File: config.mk
export PLATFORM = sky130hd
export DESIGN_NAME = sakb_divider
export DESIGN_NICKNAME = d
export VERILOG_FILES = /design/src/scaled_alpha_keyed_blit_unit_defines.svh /design/src/sakb_pkg.sv /design/src/sakb_divider.sv
export SDC_FILE = /design/constraint.sdc
export NUM_CORES = 1
export LEC_CHECK = 0
export ABC_CLOCK_PERIOD_IN_PS = 2700
export BUFFER_PORTS_ARGS = -buffer_cell sky130_fd_sc_hd__buf_4
export CORE_UTILIZATION = 55
export CTS_BUF_LIST = sky130_fd_sc_hd__clkbuf_16
export CTS_CLUSTER_SIZE = 8
export DETAILED_ROUTE_END_ITERATION = 7
export HOLD_SLACK_MARGIN = 0.1
export PLACE_DENSITY_LB_ADDON = 0.08
export SLEW_MARGIN = 5
export SYNTH_ARGS = -nofsm -noshare
export SYNTH_HDL_FRONTEND = slang
export SYNTH_SLANG_ARGS = --single-unit
File: constraint.sdc
create_clock -name i_clk -period 2.7 [get_ports i_clk]
set_input_delay 0 -clock i_clk [delete_from_list [all_inputs] [get_ports i_clk]]
set_output_delay 0 -clock i_clk [all_outputs]
set_load 0.01 [all_outputs]
File: src/scaled_alpha_keyed_blit_unit_defines.svh
// assertion macros for the scaled blit unit
// no dependencies; included by modules that carry assertions
`ifndef SCALED_ALPHA_KEYED_BLIT_UNIT_DEFINES_SVH
`define SCALED_ALPHA_KEYED_BLIT_UNIT_DEFINES_SVH
`ifndef SYNTHESIS
`define SAKB_ASSERT(label, clk, rst_n, prop, msg) \
    label: assert property (@(posedge clk) disable iff (!rst_n) (prop)) else $error(msg);
`define SAKB_ASSERT_NEXT(label, clk, rst_n, pre, post, msg) \
    label: assert property (@(posedge clk) disable iff (!rst_n) (pre) |=> (post)) else $error(msg);
`else
`define SAKB_ASSERT(label, clk, rst_n, prop, msg)
`define SAKB_ASSERT_NEXT(label, clk, rst_n, pre, post, msg)
`endif
`endif

File: src/sakb_pkg.sv
// shared types and constants for the scaled blit unit
// no dependencies
package sakb_pkg;
    localparam int unsigned COORD_W = 10;
    localparam int unsigned SRC_W_BITS = 8;
    localparam int unsigned IDX_W = 14;
    localparam int unsigned CFG_IDX_W = 3;
    localparam int unsigned CFG_DATA_W = 10;

    typedef enum logic [CFG_IDX_W-1:0] {
        CFG_RECT_X = 3'd0, CFG_RECT_Y = 3'd1, CFG_RECT_W = 3'd2,
        CFG_RECT_H = 3'd3, CFG_SRC_W = 3'd4, CFG_SRC_H = 3'd5
    } t_cfg_idx;

    localparam logic KIND_LOAD = 1'b0;
    localparam logic KIND_DRAW = 1'b1;

    typedef struct packed {
        logic                  kind;
        logic [IDX_W-1:0]      texel_index;
        logic [7:0]            tex_blue;
        logic [7:0]            tex_green;
        logic [7:0]            tex_red;
        logic [7:0]            tex_alpha;
        logic [COORD_W-1:0]    dest_x;
        logic [COORD_W-1:0]    dest_y;
    } t_in_item;

    typedef struct packed {
        logic                  write_enable;
        logic [COORD_W-1:0]    out_x;
        logic [COORD_W-1:0]    out_y;
        logic [7:0]            out_blue;
        logic [7:0]            out_green;
        logic [7:0]            out_red;
    } t_out_item;

    typedef struct packed {
        logic [COORD_W-1:0]    rect_x;
        logic [COORD_W-1:0]    rect_y;
        logic [COORD_W-1:0]    rect_w;
        logic [COORD_W-1:0]    rect_h;
        logic [SRC_W_BITS-1:0] src_w;
        logic [SRC_W_BITS-1:0] src_h;
    } t_cfg;
endpackage

File: src/sakb_divider.sv
// pipelined restoring divider, one quotient bit per stage
// depends on sakb_pkg; side payload travels with the quotient
module sakb_divider #(
    parameter int unsigned NUM_W = 18,
    parameter int unsigned DEN_W = 10,
    parameter int unsigned SIDE_W = 8
) (
    input  logic              i_clk,
    input  logic              i_rst_n,
    input  logic              i_en,
    input  logic              i_valid,
    input  logic [NUM_W-1:0]  i_num,
    input  logic [DEN_W-1:0]  i_den,
    input  logic [SIDE_W-1:0] i_side,
    output logic              o_valid,
    output logic [NUM_W-1:0]  o_quot,
    output logic [SIDE_W-1:0] o_side
);
    import sakb_pkg::*;
    localparam int unsigned REM_W = DEN_W + 1;

    logic              r_vld  [NUM_W+1];
    logic [NUM_W-1:0]  r_num  [NUM_W+1];
    logic [REM_W-1:0]  r_rem  [NUM_W+1];
    logic [DEN_W-1:0]  r_den  [NUM_W+1];
    logic [SIDE_W-1:0] r_side [NUM_W+1];

    always_comb begin
        r_vld[0]  = i_valid;
        r_num[0]  = i_num;
        r_rem[0]  = '0;
        r_den[0]  = i_den;
        r_side[0] = i_side;
    end

    // one subtract and compare per stage
    for (genvar s = 0; s < NUM_W; s++) begin : g_stage
        logic [REM_W-1:0] n_trial;
        logic [REM_W-1:0] n_rem;
        logic [NUM_W-1:0] n_num;
        always_comb begin
            n_trial = {r_rem[s][DEN_W-1:0], r_num[s][NUM_W-1]};
            n_num   = {r_num[s][NUM_W-2:0], 1'b0};
            n_rem   = n_trial;
            if (n_trial >= {1'b0, r_den[s]}) begin
                n_rem    = n_trial - {1'b0, r_den[s]};
                n_num[0] = 1'b1;
            end
        end
        always_ff @(posedge i_clk) begin
            if (!i_rst_n) begin
                r_vld[s+1] <= 1'b0;
            end else if (i_en) begin
                r_vld[s+1] <= r_vld[s];
            end
            if (i_en) begin
                r_num[s+1]  <= n_num;
                r_rem[s+1]  <= n_rem;
                r_den[s+1]  <= r_den[s];
                r_side[s+1] <= r_side[s];
            end
        end
    end

    assign o_valid = r_vld[NUM_W];
    assign o_quot  = r_num[NUM_W];
    assign o_side  = r_side[NUM_W];
endmodule

; After elaboration in Yosys (flattened, before gate mapping)
; Index checks and enable logic that the tools add are counted.
[totals]
reg_bits = 826
in_bits = 40
output_inout_bits = 27
word_cells = 159
[op_classes]
n_addsub = 17
magnitude_cmp = 18
mux = 35
[op_table]
columns = operator, count
row1 = greater-or-equal comparator 11 x 10 -> 1 bit, 17
row2 = two-way mux 10 bit, 16
row3 = subtractor 10 bit, 16
row4 = two-way mux 1 bit, 19
row5 = greater-or-equal comparator 1 x 10 -> 1 bit, 1
row6 = subtractor 1 x 10 -> 10 bit, 1

; Longest topological paths before layout
; Gate-level depths: netlist of run 1.
[logic_depth]
word_depth = 2
ltp_mapped = 9
depth_no_buf = 9

; Worst setup path after synthesis of run 1
; Ideal clock, no wire load.
[synth_path]
path_type = register -> register
start = reg r_num, in the netlist g_stage[13].n_trial[0]
end = reg r_rem, in the netlist g_stage[14].n_trial[9] (data pin)
setup_time_ns = 0.260
arrival_ns = 1.953
required_time_ns = 2.440
path_slack_ns = 0.487
stages_incl_launch_ff = 10
path_buffers = 0
synth_period_minus_slack_ns = 2.213
cell_sequence = edfxtp_1 inv_1 ha_1 inv_1 fa_1 a211oi_1 o21bai_1 a221oi_1 xnor2_1 mux2_4
[synth_via]
elab_chain_len = 2
elab_cells_between_ends = 3
classes_between = add/sub: 1 / order compare: 1 / mux: 1
[synth_rtl]
columns = item, line
row1 = "start, declared", sakb_divider.sv:23  ; logic [NUM_W-1:0] r_num [NUM_W+1];
row2 = "start signal, assigned by index", sakb_divider.sv:57  ; r_num[s+1] <= n_num;
row3 = subtractor 10 bit or greater-or-equal comparator 11 x 10 -> 1 bit (tied branches), "sakb_divider.sv:46, sakb_divider.sv:45"
row4 = two-way mux 10 bit *, sakb_divider.sv:45  ; if (n_trial >= {1'b0, r_den[s]}) begin
row5 = net g_stage[13].n_rem[8], sakb_divider.sv:39  ; logic [REM_W-1:0] n_rem;
row6 = "end signal, assigned by index", sakb_divider.sv:58  ; r_rem[s+1] <= n_rem;
row7 = "end, declared", sakb_divider.sv:24  ; logic [REM_W-1:0] r_rem [NUM_W+1];
; The timed path passes the listed nets; every way through them passes the cells marked *.
; A chain may end at the register's enable or synchronous reset.

; Worst setup path after layout of run 1
[layout_path]
start = reg r_num, in the netlist g_stage[14].n_trial[0]
end = reg r_rem, in the netlist g_stage[15].n_trial[9] (data pin)
[layout_via]
elab_chain_len = 2
elab_cells_between_ends = 3
classes_between = add/sub: 1 / order compare: 1 / mux: 1
[layout_rtl]
columns = item, line
row1 = subtractor 10 bit or greater-or-equal comparator 11 x 10 -> 1 bit (tied branches), "sakb_divider.sv:46, sakb_divider.sv:45"
row2 = two-way mux 10 bit *, sakb_divider.sv:45
row3 = net g_stage[14].n_rem[8], sakb_divider.sv:39
; Marked as above.

==> results of run 1 <==
## repair_timing
item | in CTS | in global routing
hold buffers | 75 | 0
endpoints found under the hold margin | 421 | 0
gates resized for setup | 0 | 0
## flip-flops by register name, summed over array words and instances (netlist names)
signal / count
r_side: 136
g_stage.n_trial: 187
r_vld: 17
o_valid: 1
g_stage.n_num: 289
r_den: 170
o_quot: 18
o_side: 8
## cell usage in the layout, fill, tap and decap left out, types with 54 or more instances in the layout
cell type      Yosys  routed
edfxtp_1         808     808
inv_1            206     217
ha_1             172     172
clkbuf_16          0     114
mux2_4           112     112
a21oi_1           85      85
buf_4              8      83
nand2_1           81      81
xnor2_1           80      80
dlygate4sd3_1      0      75
nor2_1            54      54
## layout make-up
| type | count | area, sq um |
|---|---|---|
| inverter | 222 | 873 |
| fill | 4496 | 22200 |
| sequential | 826 | 24600 |
| timing repair buffer | 174 | 1690 |
| clock buffer | 114 | 2850 |
| clock inverter | 18 | 215 |
| tap | 846 | 1060 |
| multi-input combinational | 1072 | 9590 |
## where the power goes
| part | internal (uW) | switching [uW] |
|---|---|---|
| Combinational | 6310 | 5710 |
| Sequential | 16800 | 1000 |
| Clock | 7410 | 4880 |
## Yosys cell counts (4+ instances only)
library cell / n
o21a_1: 16
and3_1: 16
o211ai_1: 18
mux2i_1: 34
nand2b_1: 12
xnor2_1: 80
inv_4: 16
nand3b_1: 16
mux2_1: 16
nand3_2: 9
dfxtp_1: 18
a211oi_2: 13
xor2_1: 32
a221oi_1: 16
nand3_1: 24
fa_1: 16
a2111oi_2: 11
nor4_1: 38
a21o_1: 36
nor2_1: 54
o21a_2: 6
mux2_4: 112
o21ai_0: 33
a211oi_1: 17
buf_4: 8
a21oi_1: 85
o31ai_1: 17
nand2_1: 81
and4b_1: 4
o21a_4: 10
edfxtp_1: 808
o21bai_1: 16
inv_1: 206
o31a_1: 16
nor2b_1: 38
ha_1: 172
## worst max path at each step
stage | startpoint | end | slack (ps) | cells past startpoint
3_3_place_gp | r_den[150] | g_stage[4].n_trial[9] | 250 | 8
2_1_floorplan | g_stage[13].n_trial[0] | g_stage[14].n_trial[9] | 490 | 9
6_report | g_stage[14].n_trial[0] | g_stage[15].n_trial[9] | 190 | 9
3_5_place_dp | g_stage[7].n_trial[7] | g_stage[8].n_trial[7] | 190 | 7
5_1_grt | g_stage[7].n_trial[7] | g_stage[8].n_trial[5] | 20 | 7
4_1_cts | g_stage[7].n_trial[7] | g_stage[8].n_trial[5] | 170 | 7
## per-stage QoR
step,total power [uW],hold slack [ps],instances,setup slack (ps)
global route,44300,177,3272,21.5
global placement,29700,178,3065,249
floorplan,27300,98.9,2131,487
finish,42100,192,3272,191
CTS,42500,148,3272,168
detailed placement,29900,179,3065,187
## critical path, stage by stage, from the launching register on
cell and delay, ps:
edfxtp_1 370, inv_1 90, ha_1 150, inv_1 50, fa_1 420, a211oi_1 300, o21bai_1 180, a221oi_1 310
xnor2_1 100, mux2_4 250
## routing by layer
layer	track usage [%]	up-vias
met4	6.67	0
li1	-	8585
met2	29.0	335
met5	0	-
met1	24.5	8513
met3	3.40	111
## kinds of logic after synthesis
kind of cell,synth area share [%]
buf+inv,2.69
mux,6.26
flops,70.0
xor+xnor,2.79
compound gates,6.79
simple gates,4.40
fa+ha+maj,7.03
==> results list, run 1 <==
- The cell sitting at the root of the clock tree is a clkbuf_16.
* Vias after detailed routing: 17500
* Insertion delay to the later sink of the worst-skew pair: 670 ps
* Height of the die: 255 microns
* Logic depth of the worst register-to-register path: 9
- Post-detailed-placement cell area: 37100 sq um
* Vias in the first global route: 17800
- Hold Path Class: input pin to flip-flop
* Initial standard-cell utilization of the core: 55.7%
- Hold violation count in the final report: 0
- Synthesized area per cell: 16.5 sq um
- The worst hold path was traced through 4 stages.
- Result of the run: completed
* Areal power density over the cells: 1030 nW/um^2
* Highest Clock Rate: 399 MHz
* Maximum clock skew at final layout: 55.2 ps
- At the pin with the least slew margin, the transition time is 675 ps.
* Start point of the worst min-delay path: i_num[17]
* Met2 wire len: 26.9 mm
* Synthesized instance count: 2131
* Average wire per cell in the routed design: 17.3 microns
* Cell leakage power: 0.0159 uW
* Floorplan die area: 64900 sq um
- The biggest area contributor in the post-synthesis netlist is edfxtp_1.
* Count of flip-flops with a built-in enable after synthesis: 808
- Entering global routing, the biggest net connects 74 pins.
- After clock tree synthesis, the clock-pin slew on the worst setup and hold paths is 50 ps.
- The number of max-slew violations in the final report was 0.
- Launch instance of the worst register-to-register path: g_stage[14].n_trial[0]
- Total clock sinks: 826
* Width of the chip: 255 microns
- The worst path needs 2510 ps of the cycle, external delays included.
- Share of synthesized flip-flops with an asynchronous set or reset: 0%
* Overall routing resource usage: 18.0%
- Of the synthesized area, sequential elements account for 70.0%.
- Area of the core: 63100 sq um
- Fin Setup TNS: 0 ps
- Number of buffers created by CTS: 113
- Critical path data required time: 3070 ps
* Global-route wire length before repair: 91.3 mm
* Maximum capacitance violations: 0
- IO Count: 67
- Terminus of the critical flop-to-flop path: g_stage[15].n_trial[9]
* Highest routed layer: met4
- Period Utilization, post-route: 92.9%
- Once layout is done, the placed cells without fillers occupy 40900 sq um.
* Post-DP HPWL: 38.6 mm
* Final count of negative-setup-slack endpoints: 0
- The pre-antenna-repair detailed-routing pass consisted of 7 iterations.
- Along the worst path, the maximum fanout reaches 3.
- Final #Nets: 2637
- In this run, synthesis produced a sequential element count of 826.
* Initial antenna violation count: 0
* DRT antenna net count: 0
- The Yosys step of the flow raised 0 warnings.
- Share of the synthesized area in the top cell type: 69.0%
- For this run, design rule violations remaining after detail routing come to 0.
- Worst Hold Path EP: g_stage[1].n_trial[1]
* TritonCTS clock tree: done
- Setup repair after global routing left no endpoint under its margin.
- The number of antenna diodes in the final layout is 0.
* Routability congestion estimate from global placement: 0.879
- Synth Cell Area: 35200 sq um
- The number of different library cells used by synthesis comes to 44.
* Data arrival at the endpoint of the critical path: 2880 ps
* Vias per std cell: 5.36
- The worst pin sits at a relative slew slack of 54.6%.
- For flop-to-flop paths, the worst setup slack is 190 ps.
- Max IR drop VDD: 0.527 mV
- Worst Setup End Kind: flip-flop
- Compared with the post-synthesis result, the final layout area differs by 16.3%.
- Of the cells placed in the final design, the portion with a size suffix greater than 1 is 16.6%.
- Detailed routing placed a total of 2.08 mm of wire on met3.
- Leading cell types by total area after synthesis: edfxtp_1 (69%), ha_1 (6.1%), mux2_4 (4.8%)
- Number of buffers on the longest clock path: 3
* Post-synth top flop: edfxtp_1
- The floorplan has 92 rows.
- Syn_nets: 2359
- Class of the most critical setup path: flip-flop to flip-flop
- Total grt overflow: 0
- Initial DRC count: 915
- The count of buffers added on input and output ports is 66.
- The final layout contains routed wiring with a total length of 56.7 mm.
* Setup crit start kind: flip-flop
- Buffers inserted by post-CTS timing repair: 0
- H-tree lvl count: 3
- Layout Utilization: 64.8%
* Post-route met1 wirelength: 26.1 mm
(Power assumes the default switching activity.)
==> inputs of run 2 (changes only) <==
--- a/config.mk
+++ b/config.mk
@@ -5,6 +5,7 @@
 export SDC_FILE = /design/constraint.sdc
 export NUM_CORES = 1
 export LEC_CHECK = 0
+export ABC_AREA = 1
 export ABC_CLOCK_PERIOD_IN_PS = 2700
 export BUFFER_PORTS_ARGS = -buffer_cell sky130_fd_sc_hd__buf_4
 export CORE_UTILIZATION = 55
@@ -12,7 +13,7 @@
 export CTS_CLUSTER_SIZE = 8
 export DETAILED_ROUTE_END_ITERATION = 7
 export HOLD_SLACK_MARGIN = 0.1
-export PLACE_DENSITY_LB_ADDON = 0.08
+export PLACE_DENSITY = 0.71
 export SLEW_MARGIN = 5
 export SYNTH_ARGS = -nofsm -noshare
 export SYNTH_HDL_FRONTEND = slang
==> run 2 against run 1 <==
  * Utilization fell by 0.35 points
  * Critical path type unchanged
  * Sequential power about the same
  * Clock-buffer cell count fell by 1
  * Critical path depth increased by 2
  * Setup slack improved by 220 ps
  * Non-clock buffer count fell by 6
  * Combinational power shrank 4%
  * Synthesized area grew 3.6%
  * Register-to-register slack better by 220 ps
==> results list, run 2 <==
- TritonCTS built the clock tree.
- The total power consumption of the routed design came to 41700 uW (-0.88%).
* Gates resized, CTS repair: 0 (unchanged)
- Drc violations: 0 (unchanged)
- Syn_nets: 3414 (+45%)
* Count of flip-flops with a built-in enable after synthesis: 808 (unchanged)
* Share of synthesized flip-flops with an asynchronous set or reset: 0% (unchanged)
- Worst Setup End Kind: flip-flop
- Maximum fanout along the worst path: 13 (+10)
* Result of the run: completed
- Post-synth top flop: edfxtp_1
- Detailed-router iteration count before antenna repair: 7 (unchanged)
- The worst setup path is of the flip-flop to flip-flop kind.
* Insertion delay to the later sink of the worst-skew pair: 690 ps (+20 ps)
- edfxtp_1 takes more of the synthesized area than any other cell.
* Time the final worst path needs with I/O delays and setup: 2290 ps (-220 ps)
* Synthesized instance count: 3186 (+50%)
- The data required time at the worst endpoint was 3050 ps (-20 ps).
- Share of the synthesized area in the top cell type: 66.6% (-2.4 points)
* Initial DRC count: 1416 (+55%)
* Share of layout cells above drive strength 1: 7.74% (-8.8 points)
- From synthesis to final layout, the design area changed by 15.0%.
- Maximum clock skew at final layout: 69.0 ps (+13.8 ps)
- The number of max-cap violations was 0 (unchanged).
- The detailed-route wire length per cell was 15.5 microns (-10%).
- Initial antenna violation count: 0 (unchanged)
- Slowest stage delay, CP: 440 ps (+20 ps)
- Flip-flop count of the largest register after layout: 289 (unchanged)
- Most used standard cell by instance count after synthesis: nand2_1
* Register Area: 24600 sq um (unchanged)
- The number of setup violations in the final report was 0 (unchanged).
- RSZ-0062 raised after global routing: false
- Cell-by-cell trace of the critical path: inv_1, ha_1, nand2_1, nor2_1, nand3_1, nand2_1, nand2_1, nand2_2, inv_2, nand2_1, nand2_1
* IO Count: 67 (unchanged)
- The total routing usage reported by global routing is 20.4% (+2.4 points).
* Root buffer selected by CTS: clkbuf_16
- Cell occurring most often along the worst timing path: nand2_1
- Vias per std cell: 5.11 (-4.6%)
* Hold_ws: 172 ps (-20.5 ps)
* Hold Path Class: input pin to flip-flop
* Standard-cell row count: 93 (+1.1%)
- Hold violation count in the final report: 0 (unchanged)
- The top cell types in the final layout, fill and taps aside, are nand2_1 (955), edfxtp_1 (808), inv_1 (484).
- Buffers added on ports: 66 (unchanged)
* Register clock-pin slew on the reported worst setup and hold paths: 50 ps (about the same)
- The combined area of all synthesized cells is 36400 sq um (+3.6%).
- Final #Nets: 3664 (+39%)
* H-tree lvl count: 3 (unchanged)
- Initial standard-cell utilization of the core: 56.1% (+0.35 points)
* Worst max-slew margin expressed relative to the limit: 47.3% (-7.4 points)
- The maximum buffer depth of the clock tree came to 3 (unchanged).
* Crit path max-delay cell type: edfxtp_1
* Total area of multi-input combinational cells: 9740 sq um (+1.5%)
- Total clock sinks: 826 (unchanged)
- Area of the core: 64900 sq um (+2.9%)
* Max IR drop VDD: 0.574 mV (+9.0%)
- Post-DP HPWL: 45.6 mm (+18%)
* Number of slew-limit violations in the final report: 0 (unchanged)
- Placed Cells incl. Taps: 4099 (+34%)
- The pin slew with the least headroom to its limit came to 784 ps (+109 ps).
- The leakage component of the power was 0.0183 uW (+15%).
* Number of distinct library cells after synthesis: 35 (-20%)
- The fraction of the yosys area taken by sequential cells was 67.6% (-2.4 points).
* Width of the chip: 259 microns (+1.8%)
- The pin count of the biggest net entering global routing came to 85 (+15%).
- The first-pass GRT wire length was 110 mm (+20%).
- STA classifies the critical path startpoint as a flip-flop.
- Routability congestion estimate from global placement: 0.901 (+2.5%)
- Floorplan die area: 67200 sq um (+3.5%)
- Synthesized area per cell: 11.4 sq um (-31%)
- By count the netlist is led by nand2_1 (955), edfxtp_1 (808), inv_1 (462).
- Broken down by cell family, the worst path's largest delay share belongs to simple AND/OR/NAND/NOR gates.
* Period Utilization, post-route: 84.8% (-8.1 points)
- Total grt overflow: 0 (unchanged)
- Vias after detailed routing: 22100 (+26%)
- The number of global-route vias before repair was 22000 (+23%).
- Antenna diode instance count: 0 (unchanged)
- Leading cell types by total area after synthesis: edfxtp_1 (67%), nand2_1 (9.8%), ha_1 (5.9%)
- The number of synthesis warnings came to 0 (unchanged).
- The number of buffers created by CTS was 113 (unchanged).
* Filler cells: 4857 (+8.0%)
* Fin Setup TNS: 0 ps (unchanged)
- The number of buffers and inverters on the critical path is 2 (unchanged).
- Data arrival at the endpoint of the critical path: 2640 ps (-240 ps)
* Highest Clock Rate: 437 MHz (+9.6%)
- Total of flip-flops plus latches after synthesis: 826 (unchanged)
- The total wire length came to 67.1 mm (+18%).
- The post-route non-filler standard cell count came to 4319 (+32%).
- Leaving out fill and tap cells, the most frequent cell in the layout is nand2_1.
* DRT antenna net count: 0 (unchanged)
- Height of the die: 259 microns (+1.8%)
- The power density over the cells came to 996 nW/um^2 (-3.2%).
==> run 2: changes by cell type after synthesis, moves of 20 or more <==
cell	delta
mux2_4	-112
inv_1	+256
nand4_1	+20
nand3_1	+211
nor2_1	+136
a21o_1	-34
mux2i_1	-34
nand2_1	+874
xnor2_1	-80
nor4_1	-36
nor2b_1	-38
==> run 2: per-stage QoR <==
| stage | worst slack (ps) | utilization (%) | cell area, sq um |
|---|---|---|---|
| after floorplan | 880 | - | 36400 |
| after global placement | 403 | 58.5 | 38000 |
| after detailed placement | 438 | 58.5 | 38000 |
| after CTS | 439 | 64.5 | 41900 |
| after global routing | 260 | 64.5 | 41900 |
| final | 411 | 64.5 | 41900 |
==> run 2: cell type report <==
cell class	count	area share (%)
multi-input cells	1848	23.2
clock buffers	113	6.75
clock inverters	30	0.708
well taps	855	2.55
repair buffers	168	3.64
inverters	479	4.29
flip-flops and latches	826	58.8
==> run 2: kinds of logic after synthesis <==
kind of cell	Yosys count	synth area share (%)
AO/OA/AOI/OAI	136	1.98
XOR/XNOR	48	1.15
adder cells (fa/ha/maj)	188	6.79
buffers and inverters	512	5.65
flip-flops	826	67.6
AND/OR/NAND/NOR	1476	16.8
==> run 2: power by group <==
group | switching (uW) | internal [uW] | total (uW)
clock | 5010 | 7400 | 12400
sequential | 1090 | 16800 | 17800
combinational | 7370 | 4090 | 11500
==> run 2: routing by layer <==
metal	vias up	routed length, microns	GRT usage [%]
met3	124	3050	3.72
met5	-	0	0
met2	509	31300	33.4
li1	11100	-	-
met1	10400	31200	28.2
met4	0	1500	5.65
==> run 2: what timing repair did <==
action                     in CTS  in global routing
setup endpoints to repair       0                  0
hold endpoints to repair      218                  0
setup buffers                   0                  0
hold buffers                   77                  0
==> run 2: worst min-delay path, stage by stage <==
cell	delay (ps)
dlygate4sd3_1	540
buf_4	110
nand2_1	40
o21ai_0	60
==> run 2: path summary, 6_finish.rpt <==
| path | startpoint | endpoint | slack (ps) | depth (start not counted) |
|---|---|---|---|---|
| worst max-delay path | r_den[93] | g_stage[10].n_trial[3] | 410 | 11 |
| worst min-delay path | i_num[17] | g_stage[1].n_trial[1] | 170 | 4 |
| worst max register to register | r_den[93] | g_stage[10].n_trial[3] | 410 | 11 |
| worst min register to register | g_stage[6].n_num[4] | g_stage[7].n_num[5] | 380 | 0 |
